$ cat config.mk
export PLATFORM = sky130hd
export DESIGN_NAME = date_validate_and_day_difference_flat
export DESIGN_NICKNAME = d
export VERILOG_FILES = /design/src/sv/dvdd_pkg.sv /design/src/sv/dvdd_in_if.sv /design/src/sv/dvdd_out_if.sv /design/src/sv/dvdd_cfg_if.sv /design/src/sv/dvdd_date.sv /design/src/sv/date_validate_and_day_difference.sv /design/src/flat_wrapper.sv
export SDC_FILE = /design/constraint.sdc
export NUM_CORES = 2
export LEC_CHECK = 0
export BUFFER_PORTS_ARGS = -buffer_cell sky130_fd_sc_hd__buf_2
export CAP_MARGIN = 20
export CORE_MARGIN = 3
export CORE_UTILIZATION = 35
export CTS_CLUSTER_DIAMETER = 120
export DETAILED_ROUTE_END_ITERATION = 6
export GPL_TIMING_DRIVEN = 0
export PLACE_DENSITY = 0.47
export SETUP_SLACK_MARGIN = 0.4
export SLEW_MARGIN = 10
export SYNTH_ARGS = -nofsm -noshare
export SYNTH_HDL_FRONTEND = slang
export SYNTH_HIERARCHICAL = 1
export SYNTH_SLANG_ARGS = --single-unit
$ cat constraint.sdc
create_clock -name clk -period 13.9 [get_ports clk]
set_input_delay 2.78 -clock clk [delete_from_list [all_inputs] [get_ports clk]]
set_output_delay 2.78 -clock clk [all_outputs]
set_load 0.02 [all_outputs]
$ cat src/sv/dvdd_pkg.sv
// ----------------------------------------------------------------------------
// dvdd_pkg
// Types, codes and constant tables for the date check and day difference block.
// ----------------------------------------------------------------------------
package dvdd_pkg;

  localparam int YEAR_W  = 14;
  localparam int MONTH_W = 4;
  localparam int DAY_W   = 5;
  localparam int NUM_W   = 24;   // exact day numbers and differences
  localparam int OUT_W   = 23;   // width of the numeric result fields

  // ceil(2^20 / 25): x / 25 == (x * RECIP25) >> 20 for x below 4096
  localparam logic [15:0] RECIP25 = 16'd41944;

  typedef enum logic [1:0] {
    STATUS_OK        = 2'd0,
    STATUS_YEAR_ERR  = 2'd1,
    STATUS_MONTH_ERR = 2'd2,
    STATUS_DAY_ERR   = 2'd3
  } status_t;

  typedef enum logic [1:0] {
    ORDER_EARLIER = 2'd0,
    ORDER_EQUAL   = 2'd1,
    ORDER_LATER   = 2'd2
  } order_t;

  typedef enum logic {
    REG_YEAR_FLOOR   = 1'b0,
    REG_CURRENT_YEAR = 1'b1
  } reg_index_t;

  typedef struct packed {
    logic s1;
    logic s2;
    logic s3;
  } stage_en_t;

  // (153 * m - 457) / 5 on the month after the shift of January and February
  // to months 13 and 14 of the year before; month 0 counts as a low month.
  function automatic logic [8:0] month_term(input logic [MONTH_W-1:0] m);
    logic [8:0] t;
    unique case (m)
      4'd0:    t = 9'd275;
      4'd1:    t = 9'd306;
      4'd2:    t = 9'd337;
      4'd3:    t = 9'd0;
      4'd4:    t = 9'd31;
      4'd5:    t = 9'd61;
      4'd6:    t = 9'd92;
      4'd7:    t = 9'd122;
      4'd8:    t = 9'd153;
      4'd9:    t = 9'd184;
      4'd10:   t = 9'd214;
      4'd11:   t = 9'd245;
      4'd12:   t = 9'd275;
      4'd13:   t = 9'd306;
      4'd14:   t = 9'd337;
      default: t = 9'd367;
    endcase
    return t;
  endfunction

  // Common-year month length; invalid months never reach the day check.
  function automatic logic [4:0] month_len(input logic [MONTH_W-1:0] m);
    logic [4:0] l;
    unique case (m)
      4'd2:                      l = 5'd28;
      4'd4, 4'd6, 4'd9, 4'd11:   l = 5'd30;
      default:                   l = 5'd31;
    endcase
    return l;
  endfunction

endpackage

$ cat src/sv/dvdd_in_if.sv
// ----------------------------------------------------------------------------
// dvdd_in_if
// Input channel: a pair of dates per item.
// ----------------------------------------------------------------------------
interface dvdd_in_if;
  logic                            valid;
  logic                            ready;
  logic [dvdd_pkg::YEAR_W-1:0]     year_a;
  logic [dvdd_pkg::MONTH_W-1:0]    month_a;
  logic [dvdd_pkg::DAY_W-1:0]      day_a;
  logic [dvdd_pkg::YEAR_W-1:0]     year_b;
  logic [dvdd_pkg::MONTH_W-1:0]    month_b;
  logic [dvdd_pkg::DAY_W-1:0]      day_b;

  modport source (output valid, year_a, month_a, day_a, year_b, month_b, day_b,
                  input ready);
  modport sink   (input valid, year_a, month_a, day_a, year_b, month_b, day_b,
                  output ready);
endinterface

$ cat src/sv/dvdd_out_if.sv
// ----------------------------------------------------------------------------
// dvdd_out_if
// Result channel: check status, day number, difference and order per item.
// ----------------------------------------------------------------------------
interface dvdd_out_if;
  logic                              valid;
  logic                              ready;
  logic [1:0]                        status_a;
  logic [1:0]                        status_b;
  logic signed [dvdd_pkg::OUT_W-1:0] day_number_a;
  logic signed [dvdd_pkg::OUT_W-1:0] day_difference;
  logic [1:0]                        order;

  modport source (output valid, status_a, status_b, day_number_a, day_difference,
                  order, input ready);
  modport sink   (input valid, status_a, status_b, day_number_a, day_difference,
                  order, output ready);
endinterface

$ cat src/sv/dvdd_cfg_if.sv
// ----------------------------------------------------------------------------
// dvdd_cfg_if
// Register write channel.
// ----------------------------------------------------------------------------
interface dvdd_cfg_if;
  logic                        valid;
  logic                        ready;
  logic                        index;
  logic [dvdd_pkg::YEAR_W-1:0] data;

  modport source (output valid, index, data, input ready);
  modport sink   (input valid, index, data, output ready);
endinterface

$ cat src/sv/dvdd_date.sv
// ----------------------------------------------------------------------------
// dvdd_date
// Three-stage pipe for one date: range check, Rata Die day number.
// ----------------------------------------------------------------------------
module dvdd_date (
  input  logic                               clk,
  input  dvdd_pkg::stage_en_t                en,
  input  logic [dvdd_pkg::YEAR_W-1:0]        year,
  input  logic [dvdd_pkg::MONTH_W-1:0]       month,
  input  logic [dvdd_pkg::DAY_W-1:0]         day,
  input  logic [dvdd_pkg::YEAR_W-1:0]        year_floor,
  input  logic [dvdd_pkg::YEAR_W-1:0]        current_year,
  output dvdd_pkg::status_t                  status,
  output logic signed [dvdd_pkg::NUM_W-1:0]  day_num
);

  // stage 1: year shift, tables, year and month checks
  logic                          low_month;
  logic                          neg_year;
  logic [dvdd_pkg::YEAR_W-1:0]   yadj_next;

  logic [dvdd_pkg::YEAR_W-1:0]   s1_year;
  logic [dvdd_pkg::YEAR_W-1:0]   s1_yadj;
  logic                          s1_neg;
  logic [8:0]                    s1_mterm;
  logic [4:0]                    s1_mlen;
  logic                          s1_feb;
  logic [dvdd_pkg::DAY_W-1:0]    s1_day;
  logic                          s1_yerr;
  logic                          s1_merr;

  always_comb begin
    low_month = (month < 4'd3);
    neg_year  = low_month && (year == '0);
    // year 0 before March is year -1: the century terms truncate to zero
    yadj_next = neg_year ? '0 : year - dvdd_pkg::YEAR_W'(low_month);
  end

  always_ff @(posedge clk) begin
    if (en.s1) begin
      s1_year  <= year;
      s1_yadj  <= yadj_next;
      s1_neg   <= neg_year;
      s1_mterm <= dvdd_pkg::month_term(month);
      s1_mlen  <= dvdd_pkg::month_len(month);
      s1_feb   <= (month == 4'd2);
      s1_day   <= day;
      s1_yerr  <= (year < year_floor) ||
                  ({1'b0, year} > ({1'b0, current_year} + 15'd1));
      s1_merr  <= (month == 4'd0) || (month > 4'd12);
    end
  end

  // stage 2: divisions by 100 and 400 through the reciprocal of 25
  logic [27:0] prod_c;
  logic [25:0] prod_q;
  logic [27:0] prod_r;

  logic [dvdd_pkg::YEAR_W-1:0]   s2_year;
  logic [dvdd_pkg::YEAR_W-1:0]   s2_yadj;
  logic                          s2_neg;
  logic [7:0]                    s2_q100;
  logic [5:0]                    s2_q400;
  logic [7:0]                    s2_qraw;
  logic [8:0]                    s2_mterm;
  logic [4:0]                    s2_mlen;
  logic                          s2_feb;
  logic [dvdd_pkg::DAY_W-1:0]    s2_day;
  logic                          s2_yerr;
  logic                          s2_merr;

  always_comb begin
    prod_c = 28'(s1_yadj[13:2]) * 28'(dvdd_pkg::RECIP25);
    prod_q = 26'(s1_yadj[13:4]) * 26'(dvdd_pkg::RECIP25);
    prod_r = 28'(s1_year[13:2]) * 28'(dvdd_pkg::RECIP25);
  end

  always_ff @(posedge clk) begin
    if (en.s2) begin
      s2_year  <= s1_year;
      s2_yadj  <= s1_yadj;
      s2_neg   <= s1_neg;
      s2_q100  <= prod_c[27:20];
      s2_q400  <= prod_q[25:20];
      s2_qraw  <= prod_r[27:20];
      s2_mterm <= s1_mterm;
      s2_mlen  <= s1_mlen;
      s2_feb   <= s1_feb;
      s2_day   <= s1_day;
      s2_yerr  <= s1_yerr;
      s2_merr  <= s1_merr;
    end
  end

  // stage 3: leap rule, day check, day number sum
  logic                          leap;
  logic [4:0]                    len;
  logic                          day_err;
  logic [dvdd_pkg::NUM_W-1:0]    pos_sum;
  logic [dvdd_pkg::NUM_W-1:0]    num_next;
  dvdd_pkg::status_t             status_next;

  always_comb begin
    // leap: divisible by 4, and not a century unless the century count is a multiple of 4
    leap    = (s2_year[1:0] == 2'b00) &&
              ((14'(s2_qraw) * 14'd100 != s2_year) || (s2_qraw[1:0] == 2'b00));
    len     = s2_mlen + 5'(s2_feb && leap);
    day_err = (s2_day == '0) || (s2_day > len);

    pos_sum  = dvdd_pkg::NUM_W'(s2_yadj) * 24'd365 +
               dvdd_pkg::NUM_W'(s2_yadj[13:2]) +
               dvdd_pkg::NUM_W'(s2_q400) +
               dvdd_pkg::NUM_W'(s2_mterm) +
               dvdd_pkg::NUM_W'(s2_day);
    num_next = pos_sum - dvdd_pkg::NUM_W'(s2_q100) - 24'd306 -
               (s2_neg ? 24'd365 : 24'd0);

    priority if (s2_yerr) status_next = dvdd_pkg::STATUS_YEAR_ERR;
    else if (s2_merr)     status_next = dvdd_pkg::STATUS_MONTH_ERR;
    else if (day_err)     status_next = dvdd_pkg::STATUS_DAY_ERR;
    else                  status_next = dvdd_pkg::STATUS_OK;
  end

  always_ff @(posedge clk) begin
    if (en.s3) begin
      status  <= status_next;
      day_num <= $signed(num_next);
    end
  end

endmodule

$ cat src/sv/date_validate_and_day_difference.sv
// An accepted item passes the stage 1, 2 and 3 registers, then the output register.
// Throughput: one item per cycle; each stage holds under a stall and frees
// as soon as the stage after it moves, so bubbles are squeezed out.
// Per date: check and tables, reciprocal multiplies, day number sum; then
// difference and order in the output stage.
// Reset (rst, synchronous): pipe empties, year floor 1500, current_year 2023.
// ----------------------------------------------------------------------------
// date_validate_and_day_difference
// Checks two Gregorian dates and gives Rata Die number, difference and order.
// ----------------------------------------------------------------------------
module date_validate_and_day_difference (
  input  logic     clk,
  input  logic     rst,
  dvdd_in_if.sink  dates,
  dvdd_out_if.source result,
  dvdd_cfg_if.sink cfg
);

  logic [dvdd_pkg::YEAR_W-1:0] year_floor;
  logic [dvdd_pkg::YEAR_W-1:0] current_year;

  assign cfg.ready = 1'b1;

  always_ff @(posedge clk) begin
    if (rst) begin
      year_floor   <= 14'd1500;
      current_year <= 14'd2023;
    end else if (cfg.valid) begin
      unique case (dvdd_pkg::reg_index_t'(cfg.index))
        dvdd_pkg::REG_YEAR_FLOOR:   year_floor   <= cfg.data;
        dvdd_pkg::REG_CURRENT_YEAR: current_year <= cfg.data;
        default: ;
      endcase
    end
  end

  // stage valids and enables; a stage loads when empty or when its successor moves
  logic v1, v2, v3;
  logic en4;
  dvdd_pkg::stage_en_t en;

  always_comb begin
    en4   = !result.valid || result.ready;
    en.s3 = !v3 || en4;
    en.s2 = !v2 || en.s3;
    en.s1 = !v1 || en.s2;
  end

  assign dates.ready = en.s1;

  always_ff @(posedge clk) begin
    if (rst) begin
      v1           <= 1'b0;
      v2           <= 1'b0;
      v3           <= 1'b0;
      result.valid <= 1'b0;
    end else begin
      if (en.s1) v1 <= dates.valid;
      if (en.s2) v2 <= v1;
      if (en.s3) v3 <= v2;
      if (en4)   result.valid <= v3;
    end
  end

  dvdd_pkg::status_t                 st_a, st_b;
  logic signed [dvdd_pkg::NUM_W-1:0] num_a, num_b;

  dvdd_date u_date_a (
    .clk          (clk),
    .en           (en),
    .year         (dates.year_a),
    .month        (dates.month_a),
    .day          (dates.day_a),
    .year_floor   (year_floor),
    .current_year (current_year),
    .status       (st_a),
    .day_num      (num_a)
  );

  dvdd_date u_date_b (
    .clk          (clk),
    .en           (en),
    .year         (dates.year_b),
    .month        (dates.month_b),
    .day          (dates.day_b),
    .year_floor   (year_floor),
    .current_year (current_year),
    .status       (st_b),
    .day_num      (num_b)
  );

  // output stage: difference and order on exact 24-bit values
  logic signed [dvdd_pkg::NUM_W-1:0] diff;
  dvdd_pkg::order_t                  order_next;

  always_comb begin
    diff = num_a - num_b;
    priority if (num_a < num_b)  order_next = dvdd_pkg::ORDER_EARLIER;
    else if (num_a == num_b)     order_next = dvdd_pkg::ORDER_EQUAL;
    else                         order_next = dvdd_pkg::ORDER_LATER;
  end

  always_ff @(posedge clk) begin
    if (en4) begin
      result.status_a       <= st_a;
      result.status_b       <= st_b;
      result.day_number_a   <= num_a[dvdd_pkg::OUT_W-1:0];
      result.day_difference <= diff[dvdd_pkg::OUT_W-1:0];
      result.order          <= order_next;
    end
  end

`ifndef NO_ASSERTIONS
  // an accepted item always occupies the first stage next cycle
  a_accept_fills: assert property (@(posedge clk) disable iff (rst)
    (dates.valid && dates.ready) |=> v1)
    else $error("accepted item not captured in first stage");

  // a full pipe with a stalled output must refuse input
  a_full_stall: assert property (@(posedge clk) disable iff (rst)
    (v1 && v2 && v3 && result.valid && !result.ready) |-> !dates.ready)
    else $error("input accepted into a full stalled pipe");

  // zero difference and equal order go together
  a_order_eq: assert property (@(posedge clk) disable iff (rst)
    result.valid |->
      ((result.day_difference == '0) == (result.order == dvdd_pkg::ORDER_EQUAL)))
    else $error("order disagrees with day difference");

  // register write lands
  a_cfg_floor: assert property (@(posedge clk) disable iff (rst)
    (cfg.valid && cfg.ready && cfg.index == dvdd_pkg::REG_YEAR_FLOOR) |=>
      (year_floor == $past(cfg.data)))
    else $error("year floor write lost");
`endif

endmodule
$ cat src/flat_wrapper.sv
// flat-port wrapper written by rule: the top's interface ports become plain ports
module date_validate_and_day_difference_flat 
  (clk, rst, dates_valid, dates_year_a, dates_month_a, dates_day_a, dates_year_b, dates_month_b, dates_day_b, dates_ready, result_valid, result_status_a, result_status_b, result_day_number_a, result_day_difference, result_order, result_ready, cfg_valid, cfg_index, cfg_data, cfg_ready);
  dvdd_in_if dates_i ();
  dvdd_out_if result_i ();
  dvdd_cfg_if cfg_i ();
  input  logic clk;
  input  logic rst;
  input wire logic [$bits(dates_i.valid)-1:0] dates_valid;
  input wire logic [$bits(dates_i.year_a)-1:0] dates_year_a;
  input wire logic [$bits(dates_i.month_a)-1:0] dates_month_a;
  input wire logic [$bits(dates_i.day_a)-1:0] dates_day_a;
  input wire logic [$bits(dates_i.year_b)-1:0] dates_year_b;
  input wire logic [$bits(dates_i.month_b)-1:0] dates_month_b;
  input wire logic [$bits(dates_i.day_b)-1:0] dates_day_b;
  output wire logic [$bits(dates_i.ready)-1:0] dates_ready;
  output wire logic [$bits(result_i.valid)-1:0] result_valid;
  output wire logic [$bits(result_i.status_a)-1:0] result_status_a;
  output wire logic [$bits(result_i.status_b)-1:0] result_status_b;
  output wire logic [$bits(result_i.day_number_a)-1:0] result_day_number_a;
  output wire logic [$bits(result_i.day_difference)-1:0] result_day_difference;
  output wire logic [$bits(result_i.order)-1:0] result_order;
  input wire logic [$bits(result_i.ready)-1:0] result_ready;
  input wire logic [$bits(cfg_i.valid)-1:0] cfg_valid;
  input wire logic [$bits(cfg_i.index)-1:0] cfg_index;
  input wire logic [$bits(cfg_i.data)-1:0] cfg_data;
  output wire logic [$bits(cfg_i.ready)-1:0] cfg_ready;
  assign dates_i.valid = dates_valid;
  assign dates_i.year_a = dates_year_a;
  assign dates_i.month_a = dates_month_a;
  assign dates_i.day_a = dates_day_a;
  assign dates_i.year_b = dates_year_b;
  assign dates_i.month_b = dates_month_b;
  assign dates_i.day_b = dates_day_b;
  assign dates_ready = dates_i.ready;
  assign result_valid = result_i.valid;
  assign result_status_a = result_i.status_a;
  assign result_status_b = result_i.status_b;
  assign result_day_number_a = result_i.day_number_a;
  assign result_day_difference = result_i.day_difference;
  assign result_order = result_i.order;
  assign result_i.ready = result_ready;
  assign cfg_i.valid = cfg_valid;
  assign cfg_i.index = cfg_index;
  assign cfg_i.data = cfg_data;
  assign cfg_ready = cfg_i.ready;
  date_validate_and_day_difference u_core (.clk(clk), .rst(rst), .dates(dates_i), .result(result_i), .cfg(cfg_i));
endmodule
==> flow_metrics.env <==
export IMPL_start_util_pct=35.6
export IMPL_max_cap_viol_count=0
export IMPL_setup_tns_ns=0
export IMPL_drt_iter0_drc=1099
export IMPL_antennaDiodeCount=0
export IMPL_synthFlopType="edfxtp_1"
export IMPL_wl_met3_mm=2.92
export IMPL_worstRegToRegCells=20
export IMPL_port_buffers=119
export IMPL_drc=0
export IMPL_met1_length_mm=43.8
export IMPL_gp_congestion=0.825
export IMPL_cts_tree="done"
export IMPL_grt_pass1_wl_mm=143
export IMPL_cts_made_buffers=50
export IMPL_die_w_um=337
export IMPL_drt_first_pass_iters=5
export IMPL_grt_overflow=0
export IMPL_rsz0062_at_grt="false"
export IMPL_cts_sinks=372
export IMPL_cp_data_required_time_ns=11.12
export IMPL_r2r_start="u_core/u_date_a/s2_neg$_DFFE_PP_"
export IMPL_end_kind="primary output"
export IMPL_synth_top_area_share_pct=26.6
export IMPL_dp_slack_ns=6.54
export IMPL_cts_hold_fix_buffers=0
export IMPL_wl_mm=88.0
export IMPL_grt_max_degree=72
export IMPL_syn_avg_cell_area_sq_um=10.9
export IMPL_placedCellCount=5039
export IMPL_hpwlAfterDp_mm=74.0
export IMPL_yosys_area_share_simple_pct=7.17
export IMPL_outcome="complete, no violations"
export IMPL_fmax_ghz=0.136
export IMPL_worst_hold_startpoint="u_core/u_date_a/s1_merr$_DFFE_PP_"
export IMPL_syn_inst=3512
export IMPL_cts_reportedPaths_clkPinSlew_ns=0.06
export IMPL_synth_compound_area_share_pct=8.64
export IMPL_syn_area_sq_um=38400
export IMPL_timing_final_ws_setup_ns=6.54
export IMPL_grtUsageTotal_pct=15.9
export IMPL_finalMaxSlewViolations=0
export IMPL_synth_seq_area_share_pct=28.2
export IMPL_r2r_end="u_core/u_date_a/day_num[21]$_DFFE_PP_"
export IMPL_ioPinCount=121
export IMPL_place_area_sq_um=40900
export IMPL_die_area_sq_um=114000
export IMPL_area_growth_pct=11.1
export IMPL_htreeDepth=2
export IMPL_synth_distinct_cells=93
export IMPL_min_period_ns=7.36
export IMPL_synth_fa_ha_area_share_pct=43.9
export IMPL_hold_class="flop to flop"
export IMPL_grt_pass1_vias=25400
export IMPL_num_rows=120
export IMPL_synth_area_mux_share_pct=0.420
export IMPL_drive_gt1_share_pct=7.10
export IMPL_crit_arrival_ns=4.58
export IMPL_stdcell_area_sq_um=42700
export IMPL_min_to="u_core/u_date_a/s2_merr$_DFFE_PP_"
export IMPL_yosysWarnings=6
export IMPL_mappedNetlistNets=4695
export IMPL_relSlewSlack_pct=27.6
export IMPL_clockBufferDepth=3
export IMPL_top_layer="met4"
export IMPL_vias_per_cell=4.76
export IMPL_wl_per_cell_um=17.2
export IMPL_holdPathStages=0
export IMPL_synth_xor_area_share_pct=3.87
export IMPL_startpoint_type="input pin"
export IMPL_ys_seq_elements=372
export IMPL_clk_latency_ns=0.62
export IMPL_clock_skew_ns=0.0141
export IMPL_synth_edf_count=340
export IMPL_fin_cells=5133
export IMPL_worst_pin_slew_ns=1.08
export IMPL_hold_violations=0
export IMPL_synth_area_leaders="edfxtp_1 27%, ha_1 24%, fa_1 20%"
export IMPL_vias=24400
export IMPL_critical_path_class="input pin to primary output"
export IMPL_core_area_sq_um=108000
export IMPL_antenna_found_initial=2
export IMPL_root_buffer="clkbuf_16"
export IMPL_crit_fanout=51
export IMPL_synth_top_family_by_area="adder cells"
export IMPL_synth_top_cell_by_area="edfxtp_1"
export IMPL_nNetsFinal=4871
export IMPL_setup_viol=0
export IMPL_post_cts_buffers=0
export IMPL_dr_wl_met2_mm=39.6
export IMPL_ant_nets=0
export IMPL_fin_crit_sh_pct=52.9
export IMPL_post_cts_resized=0
export IMPL_reg2reg_slack_ns=7.98
export IMPL_die_h_um=337
export IMPL_ys_async_sr_fraction_pct=0
[metal layers]
layer / global-route usage [%] / up-vias
met5: 0 / -
met4: 3.58 / 0
met3: 2.08 / 83
met2: 25.8 / 352
met1: 22.8 / 11700
li1: - / 12300
[sequential cells by signal, summed over array words and instances (netlist names), 9 cells and up]
register                      count
u_core/current_year              14
u_core/result.day_difference     23
u_core/result.day_number_a       23
u_core/u_date_a/day_num          24
u_core/u_date_a/s1_mterm          9
u_core/u_date_a/s1_yadj          14
u_core/u_date_a/s1_year          14
u_core/u_date_a/s2_mterm          9
u_core/u_date_a/s2_yadj          14
u_core/u_date_a/s2_year          14
u_core/u_date_b/day_num          24
u_core/u_date_b/s1_mterm          9
u_core/u_date_b/s1_yadj          14
u_core/u_date_b/s1_year          14
u_core/u_date_b/s2_mterm          9
u_core/u_date_b/s2_yadj          14
u_core/u_date_b/s2_year          14
u_core/year_floor                14
[cell families (layout without fill, tap and decap cells)]
family	after synthesis	in the layout
other	1	1
AO/OA/AOI/OAI	501	501
AND/OR/NAND/NOR	547	547
XOR/XNOR	170	170
adder cells (fa/ha/maj)	1117	1117
multiplexers	13	13
buffers and inverters	791	1009
flip-flops	372	372
[cells in the mapped netlist, types with 7 or more instances]
cell type    n
ha_1       730
o2111ai_1    8
o21bai_1    16
o21a_1      19
o31ai_1      8
dfxtp_1     32
and3_1      27
a31oi_1     21
or2_2       10
nand2_1    162
nor4_1      12
o21ai_0     71
xnor2_1    114
a21o_1      57
o211ai_1    15
a21oi_1    172
nand3b_1    19
and4_1      10
xor2_1      56
nor2b_1     22
fa_1       387
nand2b_1    12
nor2_1     100
nor3b_1      7
clkbuf_1    18
edfxtp_1   340
nand4_1     32
nand3_1     62
nor3_1      36
a211oi_1    21
and2_1      13
inv_1      762
[per-stage QoR]
stage	hold slack (ns)	utilization, %
2_1_floorplan	0.400	-
3_3_place_gp	0.402	37.7
3_5_place_dp	0.405	37.9
4_1_cts	0.413	39.5
5_1_grt	0.418	39.5
6_report	0.412	39.5
[critical path, cell delays in order]
cell and delay (ns):
buf_2 0.09, nor2b_1 0.35, and3_1 0.44, nand2_4 0.15
buf_16 0.22, buf_16 0.24, buf_2 0.21
[placed cells by master (no fill, tap or decap), types with 15 or more instances in the layout]
cell | synthesis | routed
o21ai_0 | 71 | 71
nand4_1 | 32 | 32
ha_1 | 730 | 730
clkbuf_16 | 0 | 51
a31oi_1 | 21 | 21
xnor2_1 | 114 | 114
clkbuf_1 | 18 | 24
nor2b_1 | 22 | 22
a21oi_1 | 172 | 172
nand3_1 | 62 | 62
nor2_1 | 100 | 100
fa_1 | 387 | 387
and3_1 | 27 | 27
nor3_1 | 36 | 36
a211oi_1 | 21 | 21
o21bai_1 | 16 | 16
a21o_1 | 57 | 57
edfxtp_1 | 340 | 340
dfxtp_1 | 32 | 32
nand2_1 | 162 | 160
nand3b_1 | 19 | 19
o211ai_1 | 15 | 15
xor2_1 | 56 | 56
inv_1 | 762 | 760
o21a_1 | 19 | 19
buf_2 | 6 | 125
[layout make-up]
class                      instances  area (sq um)
clock inverter                    36           447
clock buffer                      58          1310
sequential                       372         10900
multi-input combinational       2349         24600
buffer                            29           120
tap                             1403          1760
fill                           10700         65400
inverter                         762          2870
timing repair buffer             124           718
[worst max path at each step]
stage / from / to
finish: result_ready / dates_ready
global route: result_ready / dates_ready
CTS: result_ready / dates_ready
detailed placement: result_ready / dates_ready
global placement: result_ready / dates_ready
floorplan: result_ready / dates_ready
Power is not shown: default switching activity piles up to over one toggle a cycle in this logic, so the estimate is an artifact.
